## src/rtl/core/gfau_pkg.sv

```systemverilog
// Package with the constants, operation codes and the bit-serial step of the GF(2^8) unit.
`default_nettype none

package gfau_pkg;

    // The field width is fixed by the widths of the element ports.
    localparam int FIELD_BITS = 8;
    localparam int EXP_BITS   = 32;
    localparam int CNT_BITS   = $clog2(FIELD_BITS);
    localparam int APB_DATA_W = 32;
    localparam int APB_ADDR_W = 2;

    typedef logic [FIELD_BITS-1:0] elem_t;
    typedef logic [EXP_BITS-1:0]   exp_t;
    typedef logic [CNT_BITS-1:0]   cnt_t;
    typedef logic [1:0]            func_t;

    localparam func_t FUNC_ADD = 2'd0;
    localparam func_t FUNC_MUL = 2'd1;
    localparam func_t FUNC_POW = 2'd2;
    localparam func_t FUNC_CMP = 2'd3;

    localparam logic [APB_ADDR_W-1:0] ADDR_POLY = '0;

    localparam elem_t POLY_RESET = elem_t'(8'h1D);
    localparam elem_t ELEM_ONE   = elem_t'(1);
    localparam cnt_t  CNT_LAST   = cnt_t'(FIELD_BITS - 1);

    // One MSB-first step of a carry-less multiply with modular reduction.
    function automatic elem_t gf_step(input elem_t acc, input elem_t poly,
                                      input logic mbit, input elem_t mcand);
        elem_t shifted;
        shifted = {acc[FIELD_BITS-2:0], 1'b0};
        if (acc[FIELD_BITS-1]) begin
            shifted = shifted ^ poly;
        end
        if (mbit) begin
            shifted = shifted ^ mcand;
        end
        return shifted;
    endfunction

endpackage : gfau_pkg

`default_nettype wire

```

## src/rtl/core/galois_field_arith_unit_top.sv

```systemverilog
// Top level of the GF(2^8) arithmetic unit: add, multiply, power and compare.
//
//  Channel   Direction  Handshake              Contents
//  s_*       in         s_valid / s_ready      s_func, s_operand_a, s_operand_b, s_exponent
//  m_*       out        m_valid / m_ready      m_value, m_is_equal
//  APB       in/out     psel, penable, pready  poly_low_bits at byte address 0
//
// Add and compare load the result register from the run state as soon as the
// output register is free. Multiply runs a single round; power runs one round
// per exponent bit up to and including the highest set one, and a zero exponent
// finishes like add. Rounds come from the bit-serial multiplier pair: one bit
// of the multiplier operand per cycle, with the product and the square sharing it.
// Reset (aresetn, synchronous, active low) empties the unit and restores the
// polynomial to 0x1D. A stalled result waits in the output register while
// the next transaction is already accepted; a second finished result waits
// inside the core until the output register frees.
`default_nettype none

module galois_field_arith_unit_top
    import gfau_pkg::*;
(
    input  wire logic                  aclk,
    input  wire logic                  aresetn,

    input  wire logic                  s_valid,
    output logic                       s_ready,
    input  wire logic [1:0]            s_func,
    input  wire logic [7:0]            s_operand_a,
    input  wire logic [7:0]            s_operand_b,
    input  wire logic [31:0]           s_exponent,

    output logic                       m_valid,
    input  wire logic                  m_ready,
    output logic [7:0]                 m_value,
    output logic                       m_is_equal,

    input  wire logic                  psel,
    input  wire logic                  penable,
    input  wire logic                  pwrite,
    input  wire logic [APB_ADDR_W-1:0] paddr,
    input  wire logic [APB_DATA_W-1:0] pwdata,
    output logic [APB_DATA_W-1:0]      prdata,
    output logic                       pready
);

    // One-hot controller: idle, running multiply rounds, holding a result.
    typedef enum logic [2:0] {
        ST_IDLE = 3'b001,
        ST_RUN  = 3'b010,
        ST_WAIT = 3'b100
    } state_t;

    state_t state_reg, state_next;
    cnt_t   cnt_reg, cnt_next;
    logic   m_valid_reg, m_valid_next;
    elem_t  poly_reg, poly_next;

    // Datapath registers. During power, t_reg is the running product and
    // base_reg the running square; bs_reg streams the bits of the base,
    // MSB first, into both multiplier lanes at once. A multiply is treated
    // as a single round with t_reg holding operand_a and bs_reg operand_b.
    elem_t  t_reg, t_next;
    elem_t  base_reg, base_next;
    elem_t  bs_reg, bs_next;
    elem_t  acc_t_reg, acc_t_next;
    elem_t  acc_b_reg, acc_b_next;
    exp_t   exp_reg, exp_next;
    logic   eq_reg, eq_next;
    elem_t  out_value_reg, out_value_next;
    logic   out_eq_reg, out_eq_next;

    elem_t  step_t;
    elem_t  step_b;
    logic   out_free;
    logic   cfg_write;

    assign s_ready  = (state_reg == ST_IDLE);
    assign out_free = !m_valid_reg || m_ready;

    assign m_valid    = m_valid_reg;
    assign m_value    = out_value_reg;
    assign m_is_equal = out_eq_reg;

    // Both lanes consume the same streamed bit in the same cycle.
    assign step_t = gf_step(acc_t_reg, poly_reg, bs_reg[FIELD_BITS-1], t_reg);
    assign step_b = gf_step(acc_b_reg, poly_reg, bs_reg[FIELD_BITS-1], base_reg);

    // Configuration port: only the polynomial register lives at address 0;
    // writes elsewhere are dropped and reads elsewhere return zero.
    assign pready    = 1'b1;
    assign cfg_write = psel && penable && pwrite && pready;
    assign poly_next = (cfg_write && (paddr == ADDR_POLY)) ? pwdata[FIELD_BITS-1:0] : poly_reg;
    assign prdata    = (paddr == ADDR_POLY) ? APB_DATA_W'(poly_reg) : '0;

    always_comb begin
        state_next     = state_reg;
        cnt_next       = cnt_reg;
        m_valid_next   = m_valid_reg;
        t_next         = t_reg;
        base_next      = base_reg;
        bs_next        = bs_reg;
        acc_t_next     = acc_t_reg;
        acc_b_next     = acc_b_reg;
        exp_next       = exp_reg;
        eq_next        = eq_reg;
        out_value_next = out_value_reg;
        out_eq_next    = out_eq_reg;

        // The downstream side drains the output register independently.
        if (m_valid_reg && m_ready) begin
            m_valid_next = 1'b0;
        end

        unique case (state_reg)
            ST_IDLE: begin
                if (s_valid) begin
                    acc_t_next = '0;
                    acc_b_next = '0;
                    cnt_next   = '0;
                    base_next  = s_operand_b;
                    bs_next    = s_operand_b;
                    eq_next    = 1'b0;
                    state_next = ST_RUN;
                    case (s_func)
                        FUNC_ADD: begin
                            t_next   = s_operand_a ^ s_operand_b;
                            exp_next = '0;
                        end
                        FUNC_MUL: begin
                            t_next   = s_operand_a;
                            exp_next = exp_t'(1);
                        end
                        FUNC_POW: begin
                            t_next    = ELEM_ONE;
                            base_next = s_operand_a;
                            bs_next   = s_operand_a;
                            exp_next  = s_exponent;
                        end
                        default: begin
                            t_next   = '0;
                            exp_next = '0;
                            eq_next  = (s_operand_a == s_operand_b);
                        end
                    endcase
                end
            end
            ST_RUN: begin
                if (exp_reg == '0) begin
                    // No exponent bits remain: t_reg holds the answer.
                    if (out_free) begin
                        out_value_next = t_reg;
                        out_eq_next    = eq_reg;
                        m_valid_next   = 1'b1;
                        state_next     = ST_IDLE;
                    end else begin
                        state_next = ST_WAIT;
                    end
                end else begin
                    acc_t_next = step_t;
                    acc_b_next = step_b;
                    bs_next    = {bs_reg[FIELD_BITS-2:0], 1'b0};
                    cnt_next   = cnt_reg + cnt_t'(1);
                    if (cnt_reg == CNT_LAST) begin
                        // End of a round: keep the product when the exponent
                        // bit is set, and square the base for the next bit.
                        cnt_next   = '0;
                        acc_t_next = '0;
                        acc_b_next = '0;
                        if (exp_reg[0]) begin
                            t_next = step_t;
                        end
                        base_next = step_b;
                        bs_next   = step_b;
                        exp_next  = exp_reg >> 1;
                    end
                end
            end
            ST_WAIT: begin
                if (out_free) begin
                    out_value_next = t_reg;
                    out_eq_next    = eq_reg;
                    m_valid_next   = 1'b1;
                    state_next     = ST_IDLE;
                end
            end
            default: begin
                state_next = ST_IDLE;
            end
        endcase
    end

    always_ff @(posedge aclk) begin
        if (!aresetn) begin
            state_reg   <= ST_IDLE;
            cnt_reg     <= '0;
            m_valid_reg <= 1'b0;
            poly_reg    <= POLY_RESET;
        end else begin
            state_reg   <= state_next;
            cnt_reg     <= cnt_next;
            m_valid_reg <= m_valid_next;
            poly_reg    <= poly_next;
        end
    end

    always_ff @(posedge aclk) begin
        t_reg         <= t_next;
        base_reg      <= base_next;
        bs_reg        <= bs_next;
        acc_t_reg     <= acc_t_next;
        acc_b_reg     <= acc_b_next;
        exp_reg       <= exp_next;
        eq_reg        <= eq_next;
        out_value_reg <= out_value_next;
        out_eq_reg    <= out_eq_next;
    end

    // A round in progress always has exponent bits left to consume.
    assert property (@(posedge aclk) disable iff (!aresetn)
        (state_reg == ST_RUN && cnt_reg != '0) |-> (exp_reg != '0))
        else $error("multiply round running with an empty exponent");

    // Add and compare finish without any multiply round.
    assert property (@(posedge aclk) disable iff (!aresetn)
        (s_valid && s_ready && (s_func == FUNC_ADD || s_func == FUNC_CMP))
        |=> (exp_reg == '0 && cnt_reg == '0))
        else $error("add or compare scheduled a multiply round");

    // A multiply is exactly one round.
    assert property (@(posedge aclk) disable iff (!aresetn)
        (s_valid && s_ready && s_func == FUNC_MUL) |=> (exp_reg == exp_t'(1)))
        else $error("multiply did not schedule exactly one round");

    // A true compare result never carries a field value.
    assert property (@(posedge aclk) disable iff (!aresetn)
        (m_valid_reg && out_eq_reg) |-> (out_value_reg == '0))
        else $error("compare result carries a nonzero value");

endmodule : galois_field_arith_unit_top

`default_nettype wire

```

## config.mk

```make
export PLATFORM = sky130hd
export DESIGN_NAME = galois_field_arith_unit_top
export DESIGN_NICKNAME = d
export VERILOG_FILES = /design/src/rtl/core/gfau_pkg.sv /design/src/rtl/core/galois_field_arith_unit_top.sv
export SDC_FILE = /design/constraint.sdc
export NUM_CORES = 1
export LEC_CHECK = 0
export ABC_AREA = 0
export BUFFER_PORTS_ARGS = -buffer_cell sky130_fd_sc_hd__buf_4
export CORE_MARGIN = 5
export CORE_UTILIZATION = 55
export DETAILED_ROUTE_END_ITERATION = 10
export GPL_ROUTABILITY_DRIVEN = 0
export GPL_TIMING_DRIVEN = 0
export PLACE_DENSITY = 0.87
export SETUP_SLACK_MARGIN = 0.02
export SYNTH_ARGS = -nofsm -noshare
export SYNTH_HDL_FRONTEND = slang
export SYNTH_SLANG_ARGS = --single-unit
```

## constraint.sdc

```tcl
create_clock -name aclk -period 5.97 [get_ports aclk]
set_clock_uncertainty 0.05 [all_clocks]
set_input_delay 1.194 -clock aclk [delete_from_list [all_inputs] [get_ports aclk]]
set_output_delay 1.194 -clock aclk [all_outputs]
set_load 0.03 [all_outputs]
```

Yosys cells after proc, flatten, opt, wreduce, memory -nomap -nowiden
Index checks and enable logic that the tools add are counted.

Output and inout bits: 44. Bits in read-only memories: 0. Bits in latches: 0. RAM bits: 0. Word-level logic and storage cells: 100. Register bits after elaboration: 97. Memories kept: 0.

Eq/ne operators: 13. Divide/modulo/power cells: 0. Shift-type cells: 0. Bitwise gates (word level): 5. Add/subtract/negate cells: 1. Multiply operators: 0. Reduce and logical (&&, ||, !) cells: 18. $lt $le $gt $ge: 0. Multiplexer cells: 50.

Operator list (number): 8-bit 2-to-1 mux (22); 32-bit one-hot mux with 2 select lines (2); 32-bit 2-to-1 mux (3); 8-bit one-hot mux with 2 select lines (6); 8-bit XOR (5); 32-bit zero test (1); 8-bit one-hot mux with 3 select lines (1); 3-bit 2-to-1 mux (7); 2-bit != test, second input constant (6); 3-bit one-hot mux with 3 select lines (1); 8-bit == test (1); 3-bit == test, second input constant (2); 3-bit one-hot mux with 2 select lines (1); 3-bit AND reduction (2); 1-bit 2-to-1 mux (5); 5-bit AND reduction (1); 1-bit logical AND (4); 2-bit zero test (2); 1-bit one-hot mux with 2 select lines (2); 2-bit AND reduction (2); 4-bit AND reduction (1); 2-bit nonzero test (2); 3-bit by 1-bit adder with 3-bit output, second input constant (1); 3-bit by 1-bit == test with 1-bit output, second input constant (1); other kinds (6) (6).

Longest topological paths before layout
Gate-level depths: netlist of run 1.

Depth in word-level cells: 8. Gate-level depth with buffers: 7.

Least setup slack after synthesis of run 1
No wires, ideal clock.

Path type: input to register. Start: input port s_valid. End: register base_reg[0] (enable). Slack: 2287 ps. Arrival time: 3196 ps. Required time: 5483 ps. Buffers on the path: 0. Stages on the path: 3. Path through: nand3b_1 a21o_1 nor2_1.

Cells in the longest elaborated chain, start to end: 2.

RTL lines: from (decl) (line galois_field_arith_unit_top.sv:25) `input wire logic s_valid,`; 2-bit != test (no line); 4-bit AND reduction (no line); to (signal assigned) (line galois_field_arith_unit_top.sv:208) `base_reg <= base_next;`; to (decl) (line galois_field_arith_unit_top.sv:63) `elem_t base_reg, base_next;`.

Every way passes these cells. A chain may end at the register's enable or synchronous reset.

Final worst setup path of run 1
Start: register exp_reg[27]. End: register out_value_reg[4], in the netlist m_value[4] (enable).

Cells in the longest elaborated chain, start to end: 3.

RTL lines: from (decl) (line galois_field_arith_unit_top.sv:67) `exp_t exp_reg, exp_next;`; from (signal assigned) (line galois_field_arith_unit_top.sv:212) `exp_reg <= exp_next;`; 32-bit zero test (line galois_field_arith_unit_top.sv:148) `if (exp_reg == '0) begin`; 2-bit != test (no line); 2-bit AND reduction (no line); to (signal assigned) (line galois_field_arith_unit_top.sv:214) `out_value_reg <= out_value_next;`; to (decl) (line galois_field_arith_unit_top.sv:69) `elem_t out_value_reg, out_value_next;`.

Every way passes these cells.

==> results of run 1 <==
logic make-up after synthesis:
logic type	share of synthesized area [%]
xor gates and xnor gates	6.635
AOI/OAI and AO/OA	7.858
and+or+nand+nor	20.80
DFF	55.08
adders and majority gates	1.497
muxes	1.796
buffers and inverters	6.186
other	0.1497
final timing paths:
path                          from  slack (ns)                    to
min           eq_reg$_SDFFCE_PN0P_        0.39  m_is_equal$_DFFE_PP_
max reg2reg  exp_reg[27]$_DFFE_PP_        2.76  m_value[4]$_DFFE_PP_
min reg2reg   eq_reg$_SDFFCE_PN0P_        0.39  m_is_equal$_DFFE_PP_
max          exp_reg[27]$_DFFE_PP_        2.76  m_value[4]$_DFFE_PP_
through the flow:
stage	cells	power (mW)	area, µm²	utilization [%]
final	734	1.589	6140	69.72
after global placement	716	1.109	5868	66.64
after detailed placement	718	1.127	5914	67.16
after floorplan	524	1.027	5102	-
after CTS	734	1.587	6140	69.72
after global routing	734	1.650	6140	69.72
routing by layer:
layer | GRT usage, % | wire [µm] | up-vias | part of all wire (%)
met5 | 0 | 0 | - | 0
met4 | 9.713 | 428 | 0 | 3.6
met3 | 5.196 | 1121 | 35 | 9.4
met2 | 36.11 | 5578 | 209 | 47
met1 | 27.47 | 4804 | 1855 | 40
li1 | - | - | 1922 | -
worst max-delay path: cells and delay by family (launching register included):
kind	cells	cell delay, ns
simple gates	4	2.14
flops	1	0.41
compound gates	1	0.23
final cells by class:
cell class,count,area (µm²)
Clock inverter,3,43.79
Inverter,2,7.507
Multi-Input combinational cell,370,2041
Timing Repair Buffer,86,665.6
Buffer,55,302.8
Fill cell,644,2666
Clock buffer,13,181.4
Sequential cell,97,2763
Tap cell,108,135.1
power breakdown:
part	leakage [nW]	switching (mW)	total (mW)	internal, mW
logic	1.57	0.168	0.280	0.113
registers	0.920	0.0271	0.836	0.809
clock network	0.110	0.227	0.472	0.246
total	2.60	0.422	1.59	1.17
layout by cell type, fill, tap and decap left out, types with 9 or more instances in the layout:
cell                       count
sky130_fd_sc_hd__dfxtp_1      15
sky130_fd_sc_hd__a21oi_1      20
sky130_fd_sc_hd__edfxtp_1     82
sky130_fd_sc_hd__and2_1       10
sky130_fd_sc_hd__clkbuf_1     25
sky130_fd_sc_hd__conb_1       25
sky130_fd_sc_hd__buf_4       109
sky130_fd_sc_hd__xor2_1       16
sky130_fd_sc_hd__o21ai_1       9
sky130_fd_sc_hd__mux2i_1       9
sky130_fd_sc_hd__nand3_1      34
sky130_fd_sc_hd__nor2_1       29
sky130_fd_sc_hd__nand2_1     113
sky130_fd_sc_hd__nor4_1       11
sky130_fd_sc_hd__clkbuf_8      9
sky130_fd_sc_hd__xnor2_1      22
sky130_fd_sc_hd__nor2b_1      14
==> metrics.txt, run 1 <==
# TYPE chip_impl_metric gauge
chip_impl_metric{name="synth.avg_cell_area",unit="µm²"} 10.01
chip_impl_metric{name="dr.pass1.iters",unit=""} 6
chip_impl_metric{name="worst-r2r-cell-count",unit=""} 5
chip_impl_metric{name="detailroute.via_count",unit=""} 4021
chip_impl_info{name="cts.root.buffer_cell",value="sky130_fd_sc_hd__clkbuf_8"} 1
chip_impl_metric{name="synth_edf_count",unit=""} 82
chip_impl_metric{name="final_max_slew_viol_count",unit=""} 0
chip_impl_metric{name="vias_in_the_first_global_route",unit=""} 4056
chip_impl_info{name="synth_flop_type",value="sky130_fd_sc_hd__edfxtp_1"} 1
chip_impl_metric{name="wl_per_cell",unit="µm"} 16.26
chip_impl_metric{name="worstHoldPathCells",unit=""} 0
chip_impl_metric{name="antenna_violating_nets_post_route",unit=""} 0
chip_impl_metric{name="start_util",unit="%"} 56.96
chip_impl_info{name="critPathSlowestCell",value="sky130_fd_sc_hd__nor3_1"} 1
chip_impl_metric{name="clk_pin_slew_worst_paths",unit="ns"} 0.09
chip_impl_metric{name="synth-seq-area-share",unit="%"} 55.08
chip_impl_metric{name="setup_total_negative_slack",unit="ns"} 0
chip_impl_metric{name="clk-insertion-delay-late",unit="ns"} 0.36
chip_impl_metric{name="post_cts.resized_instances",unit=""} 0
chip_impl_metric{name="powerDensity",unit="nW/µm²"} 258.8
chip_impl_metric{name="core-area",unit="µm²"} 8806
chip_impl_info{name="netlist_top_cells_area",value="sky130_fd_sc_hd__edfxtp_1 (49%), sky130_fd_sc_hd__nand2_1 (8.5%), sky130_fd_sc_hd__dfxtp_1 (6.0%)"} 1
chip_impl_metric{name="syn_area",unit="µm²"} 5016
chip_impl_info{name="timing.critical_path.cells",value="nor4_1 -> nand2_1 -> nor4_1 -> a21boi_1 -> nor3_1"} 1
chip_impl_metric{name="fmaxAchievable",unit="MHz"} 311.8
chip_impl_metric{name="worst_pin_slew",unit="ns"} 1.217
chip_impl_info{name="end_kind",value="flop"} 1
chip_impl_info{name="cpMostUsedCell",value="sky130_fd_sc_hd__nor4_1"} 1
chip_impl_metric{name="drive_above_1_share",unit="%"} 20.77
chip_impl_metric{name="insertedDiodeCount",unit=""} 0
chip_impl_metric{name="hold_buffers",unit=""} 0
chip_impl_metric{name="top_level_ports",unit=""} 135
chip_impl_metric{name="cap_violations",unit=""} 0
chip_impl_metric{name="yosysUniqueCellTypes",unit=""} 43
chip_impl_metric{name="dieWidth",unit="µm"} 105.5
chip_impl_info{name="post-synth-top-count-cell",value="sky130_fd_sc_hd__nand2_1"} 1
chip_impl_info{name="run_status",value="completed"} 1
chip_impl_metric{name="antenna_violations_before_repair",unit=""} 0
chip_impl_metric{name="required",unit="ns"} 5.89
chip_impl_metric{name="dr.first_iter.drc_count",unit=""} 287
chip_impl_metric{name="cts_made_buffers",unit=""} 9
chip_impl_metric{name="drc",unit=""} 0
chip_impl_metric{name="htree_levels",unit=""} 3
chip_impl_metric{name="cts_setup_buffers",unit=""} 0
chip_impl_metric{name="yosysWarningCount",unit=""} 0
chip_impl_metric{name="grt_start_max_net_pins",unit=""} 33
chip_impl_metric{name="via_per_inst",unit=""} 5.478
chip_impl_info{name="critPathLaunchType",value="flop"} 1
chip_impl_metric{name="die_y",unit="µm"} 105.5
chip_impl_metric{name="synth_top_area_share",unit="%"} 49.09
chip_impl_metric{name="holdWs",unit="ns"} 0.3907
chip_impl_metric{name="row_count",unit=""} 34
chip_impl_metric{name="portBuffers",unit=""} 84
chip_impl_metric{name="track_usage",unit="%"} 21.86
chip_impl_info{name="tritoncts",value="done"} 1
chip_impl_metric{name="final_net_count",unit=""} 718
chip_impl_metric{name="fp.dieArea",unit="µm²"} 11130
chip_impl_metric{name="clock-sinks",unit=""} 97
chip_impl_info{name="critical_path_class",value="reg -> reg"} 1
chip_impl_metric{name="global_route_wire_length_before_repair",unit="mm"} 19.46
chip_impl_metric{name="async_reset_ff_share",unit="%"} 0
chip_impl_metric{name="setup_viol",unit=""} 0
chip_impl_metric{name="leakage",unit="nW"} 2.601
chip_impl_metric{name="fin_crit_share",unit="%"} 53.73
chip_impl_metric{name="final_hold_viol_count",unit=""} 0
chip_impl_metric{name="cp_max_fo",unit=""} 9
chip_impl_metric{name="ir_drop",unit="mV"} 0.1782
chip_impl_metric{name="place_ws",unit="ns"} 2.762
chip_impl_metric{name="ys_seq_elements",unit=""} 97
chip_impl_metric{name="timing.slew.headroom",unit="%"} 18.25
chip_impl_metric{name="post-route-worst-setup-slack",unit="ns"} 2.763
chip_impl_info{name="synth_largest_area_cell",value="sky130_fd_sc_hd__edfxtp_1"} 1
chip_impl_metric{name="dpl.hpwl",unit="mm"} 9.029
chip_impl_metric{name="final.min_clock_period",unit="ns"} 3.207
chip_impl_metric{name="gr-total-overflow",unit=""} 0
chip_impl_info{name="synth.cells.most_frequent",value="sky130_fd_sc_hd__nand2_1 (113), sky130_fd_sc_hd__edfxtp_1 (82), sky130_fd_sc_hd__nand3_1 (34), sky130_fd_sc_hd__nor2_1 (30), sky130_fd_sc_hd__buf_4 (25)"} 1
chip_impl_metric{name="clock_path_buffers",unit=""} 2
chip_impl_metric{name="post_synth_inst_count",unit=""} 501
chip_impl_metric{name="largest_register_ffs",unit=""} 32
chip_impl_metric{name="slowest_stage_delay_on_critical_path",unit="ns"} 1.02
chip_impl_metric{name="routed_wl",unit="mm"} 11.93
chip_impl_metric{name="layout-area-overhead-vs-synth",unit="%"} 22.40
chip_impl_info{name="worst_hold_path_type",value="reg -> reg"} 1
chip_impl_info{name="grt_setup_unrepaired",value="no"} 1
chip_impl_metric{name="crit_arrival",unit="ns"} 3.13
Power figures use the tool's default switching activity.
==> run 2: changes to the inputs <==
CORE_UTILIZATION = 53   (was 55)
PLACE_DENSITY = 0.84   (was 0.87)
clock period = 3.15 ns   (was 5.97 ns; I/O delays follow)
==> metrics.txt, run 2 (synthesis gave the netlist of run 1 again) <==
# TYPE chip_impl_metric gauge
chip_impl_metric{name="portBuffers",unit=""} 84
chip_impl_metric{name="row_count",unit=""} 35
chip_impl_metric{name="track_usage",unit="%"} 20.53
chip_impl_info{name="critPathSlowestCell",value="sky130_fd_sc_hd__nor4_1"} 1
chip_impl_metric{name="wl_per_cell",unit="µm"} 15.23
chip_impl_metric{name="antenna_violating_nets_post_route",unit=""} 0
chip_impl_metric{name="dr.pass1.iters",unit=""} 5
chip_impl_metric{name="drive_above_1_share",unit="%"} 21.25
chip_impl_metric{name="cell_count_along_the_critical_path",unit=""} 5
chip_impl_metric{name="routed_wl",unit="mm"} 11.50
chip_impl_metric{name="final.min_clock_period",unit="ns"} 2.812
chip_impl_metric{name="clk-insertion-delay-late",unit="ns"} 0.37
chip_impl_metric{name="cts_made_buffers",unit=""} 9
chip_impl_metric{name="htree_levels",unit=""} 3
chip_impl_metric{name="post-route-worst-setup-slack",unit="ns"} 0.3380
chip_impl_metric{name="timing.slew.headroom",unit="%"} 48.64
chip_impl_metric{name="dieWidth",unit="µm"} 107.3
chip_impl_metric{name="dr.first_iter.drc_count",unit=""} 299
chip_impl_info{name="mostFrequentLayoutCell",value="sky130_fd_sc_hd__nand2_1"} 1
chip_impl_metric{name="cp_max_fo",unit=""} 9
chip_impl_metric{name="instances_no_fill",unit=""} 755
chip_impl_metric{name="cap_violations",unit=""} 0
chip_impl_metric{name="critical_path.n_buffers_inverters",unit=""} 0
chip_impl_info{name="cpMostUsedCell",value="sky130_fd_sc_hd__nor4_1"} 1
chip_impl_metric{name="final_hold_viol_count",unit=""} 0
chip_impl_metric{name="antenna_violations_before_repair",unit=""} 0
chip_impl_metric{name="layout-area-overhead-vs-synth",unit="%"} 22.40
chip_impl_metric{name="final_net_count",unit=""} 718
chip_impl_metric{name="die_y",unit="µm"} 107.3
chip_impl_metric{name="drc",unit=""} 0
chip_impl_metric{name="clock-sinks",unit=""} 97
chip_impl_metric{name="grt_start_max_net_pins",unit=""} 33
chip_impl_metric{name="fmaxAchievable",unit="MHz"} 355.6
chip_impl_metric{name="placement.cell_area",unit="µm²"} 5941
chip_impl_metric{name="via_per_inst",unit=""} 5.207
chip_impl_metric{name="start_util",unit="%"} 54.29
chip_impl_metric{name="total_power",unit="mW"} 2.917
chip_impl_metric{name="final_max_slew_viol_count",unit=""} 0
chip_impl_metric{name="powerDensity",unit="nW/µm²"} 475.0
chip_impl_metric{name="fin_crit_share",unit="%"} 89.27
chip_impl_metric{name="crit_arrival",unit="ns"} 2.77
chip_impl_metric{name="leakage",unit="nW"} 2.590
chip_impl_metric{name="worst_pin_slew",unit="ns"} 0.7703
chip_impl_metric{name="clk_pin_slew_worst_paths",unit="ns"} 0.09
chip_impl_info{name="end_kind",value="flop"} 1
chip_impl_info{name="critical_path.top_delay_family",value="simple AND/OR/NAND/NOR gates"} 1
chip_impl_metric{name="global_route_wire_length_before_repair",unit="mm"} 18.32
chip_impl_metric{name="insertedDiodeCount",unit=""} 0
chip_impl_info{name="critPathLaunchType",value="flop"} 1
chip_impl_metric{name="setup_viol",unit=""} 0
chip_impl_metric{name="top_level_ports",unit=""} 135
chip_impl_metric{name="place_ws",unit="ns"} -0.06842
chip_impl_metric{name="slowest_stage_delay_on_critical_path",unit="ns"} 0.63
chip_impl_metric{name="gr-total-overflow",unit=""} 0
chip_impl_info{name="cts.root.buffer_cell",value="sky130_fd_sc_hd__clkbuf_8"} 1
chip_impl_metric{name="detailroute.via_count",unit=""} 3931
chip_impl_metric{name="finalInstanceArea",unit="µm²"} 6140
chip_impl_metric{name="required",unit="ns"} 3.10
chip_impl_info{name="tritoncts",value="done"} 1
chip_impl_info{name="mostFrequentLayoutCells",value="sky130_fd_sc_hd__nand2_1 (113), sky130_fd_sc_hd__buf_4 (109), sky130_fd_sc_hd__edfxtp_1 (82)"} 1
chip_impl_metric{name="clock_path_buffers",unit=""} 2
chip_impl_metric{name="worst-r2r-cell-count",unit=""} 5
chip_impl_metric{name="worstHoldPathCells",unit=""} 0
chip_impl_metric{name="ir_drop",unit="mV"} 0.2309
chip_impl_info{name="run_status",value="completed"} 1
chip_impl_info{name="timing.critical_path.cells",value="nor4_1 -> nand2_1 -> nor4_1 -> a21boi_1 -> nor3_2"} 1
chip_impl_info{name="worst_hold_path_type",value="reg -> reg"} 1
chip_impl_metric{name="core-area",unit="µm²"} 9240
chip_impl_info{name="grt_setup_unrepaired",value="no"} 1
chip_impl_metric{name="dpl.hpwl",unit="mm"} 8.966
chip_impl_metric{name="holdWs",unit="ns"} 0.4092
chip_impl_metric{name="vias_in_the_first_global_route",unit=""} 3780
chip_impl_metric{name="largest_register_ffs",unit=""} 32
chip_impl_metric{name="fp.dieArea",unit="µm²"} 11510
chip_impl_info{name="critical_path_class",value="reg -> reg"} 1
chip_impl_metric{name="place_inst",unit=""} 739
[run 2: cell count changes in the layout (fill, tap and decap cells not counted), sizes merged]
cell,previous run,this run
clkbuf,36,32
clkinv,0,4
[run 2: metrics by stage]
step,utilization [%],setup TNS (ns)
after global routing,66.45,0
after global placement,63.82,-16.90
after floorplan,-,0
after detailed placement,64.29,-0.6137
after CTS,66.45,0
final,66.45,0
[run 2: cell type report]
cell class	instances	area, µm²
Tap cell	129	161.4
Inverter	2	7.507
Multi-Input combinational cell	370	2046
Sequential cell	97	2763
Clock buffer	9	123.9
Buffer	55	302.8
Clock inverter	7	70.07
Fill cell	711	3100
Timing Repair Buffer	86	665.6
[run 2: path summary, 6_finish.rpt]
| kind | to | startpoint | slack (ns) |
|---|---|---|---|
| max | m_value[3]$_DFFE_PP_ | exp_reg[27]$_DFFE_PP_ | 0.34 |
| min | m_value[2]$_DFFE_PP_ | t_reg[2]$_DFFE_PP_ | 0.41 |
| max reg2reg | m_value[3]$_DFFE_PP_ | exp_reg[27]$_DFFE_PP_ | 0.34 |
| min reg2reg | m_value[2]$_DFFE_PP_ | t_reg[2]$_DFFE_PP_ | 0.41 |
[run 2: report_power, final]
group / internal (mW) / leakage (nW) / switching (mW)
combinational: 0.213 / 1.57 / 0.312
sequential: 1.53 / 0.920 / 0.0516
clock: 0.367 / 0.0994 / 0.440
total: 2.11 / 2.59 / 0.803
[run 2: repair_timing]
action / CTS / global route
resized for setup: 1 / 0
endpoints found under the setup margin: 9 / 0
hold buffers: 0 / 0
setup buffers: 0 / 0
[run 2: per-layer routing]
layer | track usage [%] | vias up | share of wire (%)
met2 | 34.27 | 181 | 48
met5 | 0 | - | 0
met3 | 5.159 | 20 | 9.0
li1 | - | 1929 | -
met1 | 25.53 | 1801 | 40
met4 | 8.128 | 0 | 2.6
[run 2: worst register-to-register path: stages (launching register included)]
cell and delay (ns):
sky130_fd_sc_hd__edfxtp_1 0.40, sky130_fd_sc_hd__nor4_1 0.35, sky130_fd_sc_hd__nand2_1 0.15, sky130_fd_sc_hd__nor4_1 0.63, sky130_fd_sc_hd__a21boi_1 0.25, sky130_fd_sc_hd__nor3_2 0.62
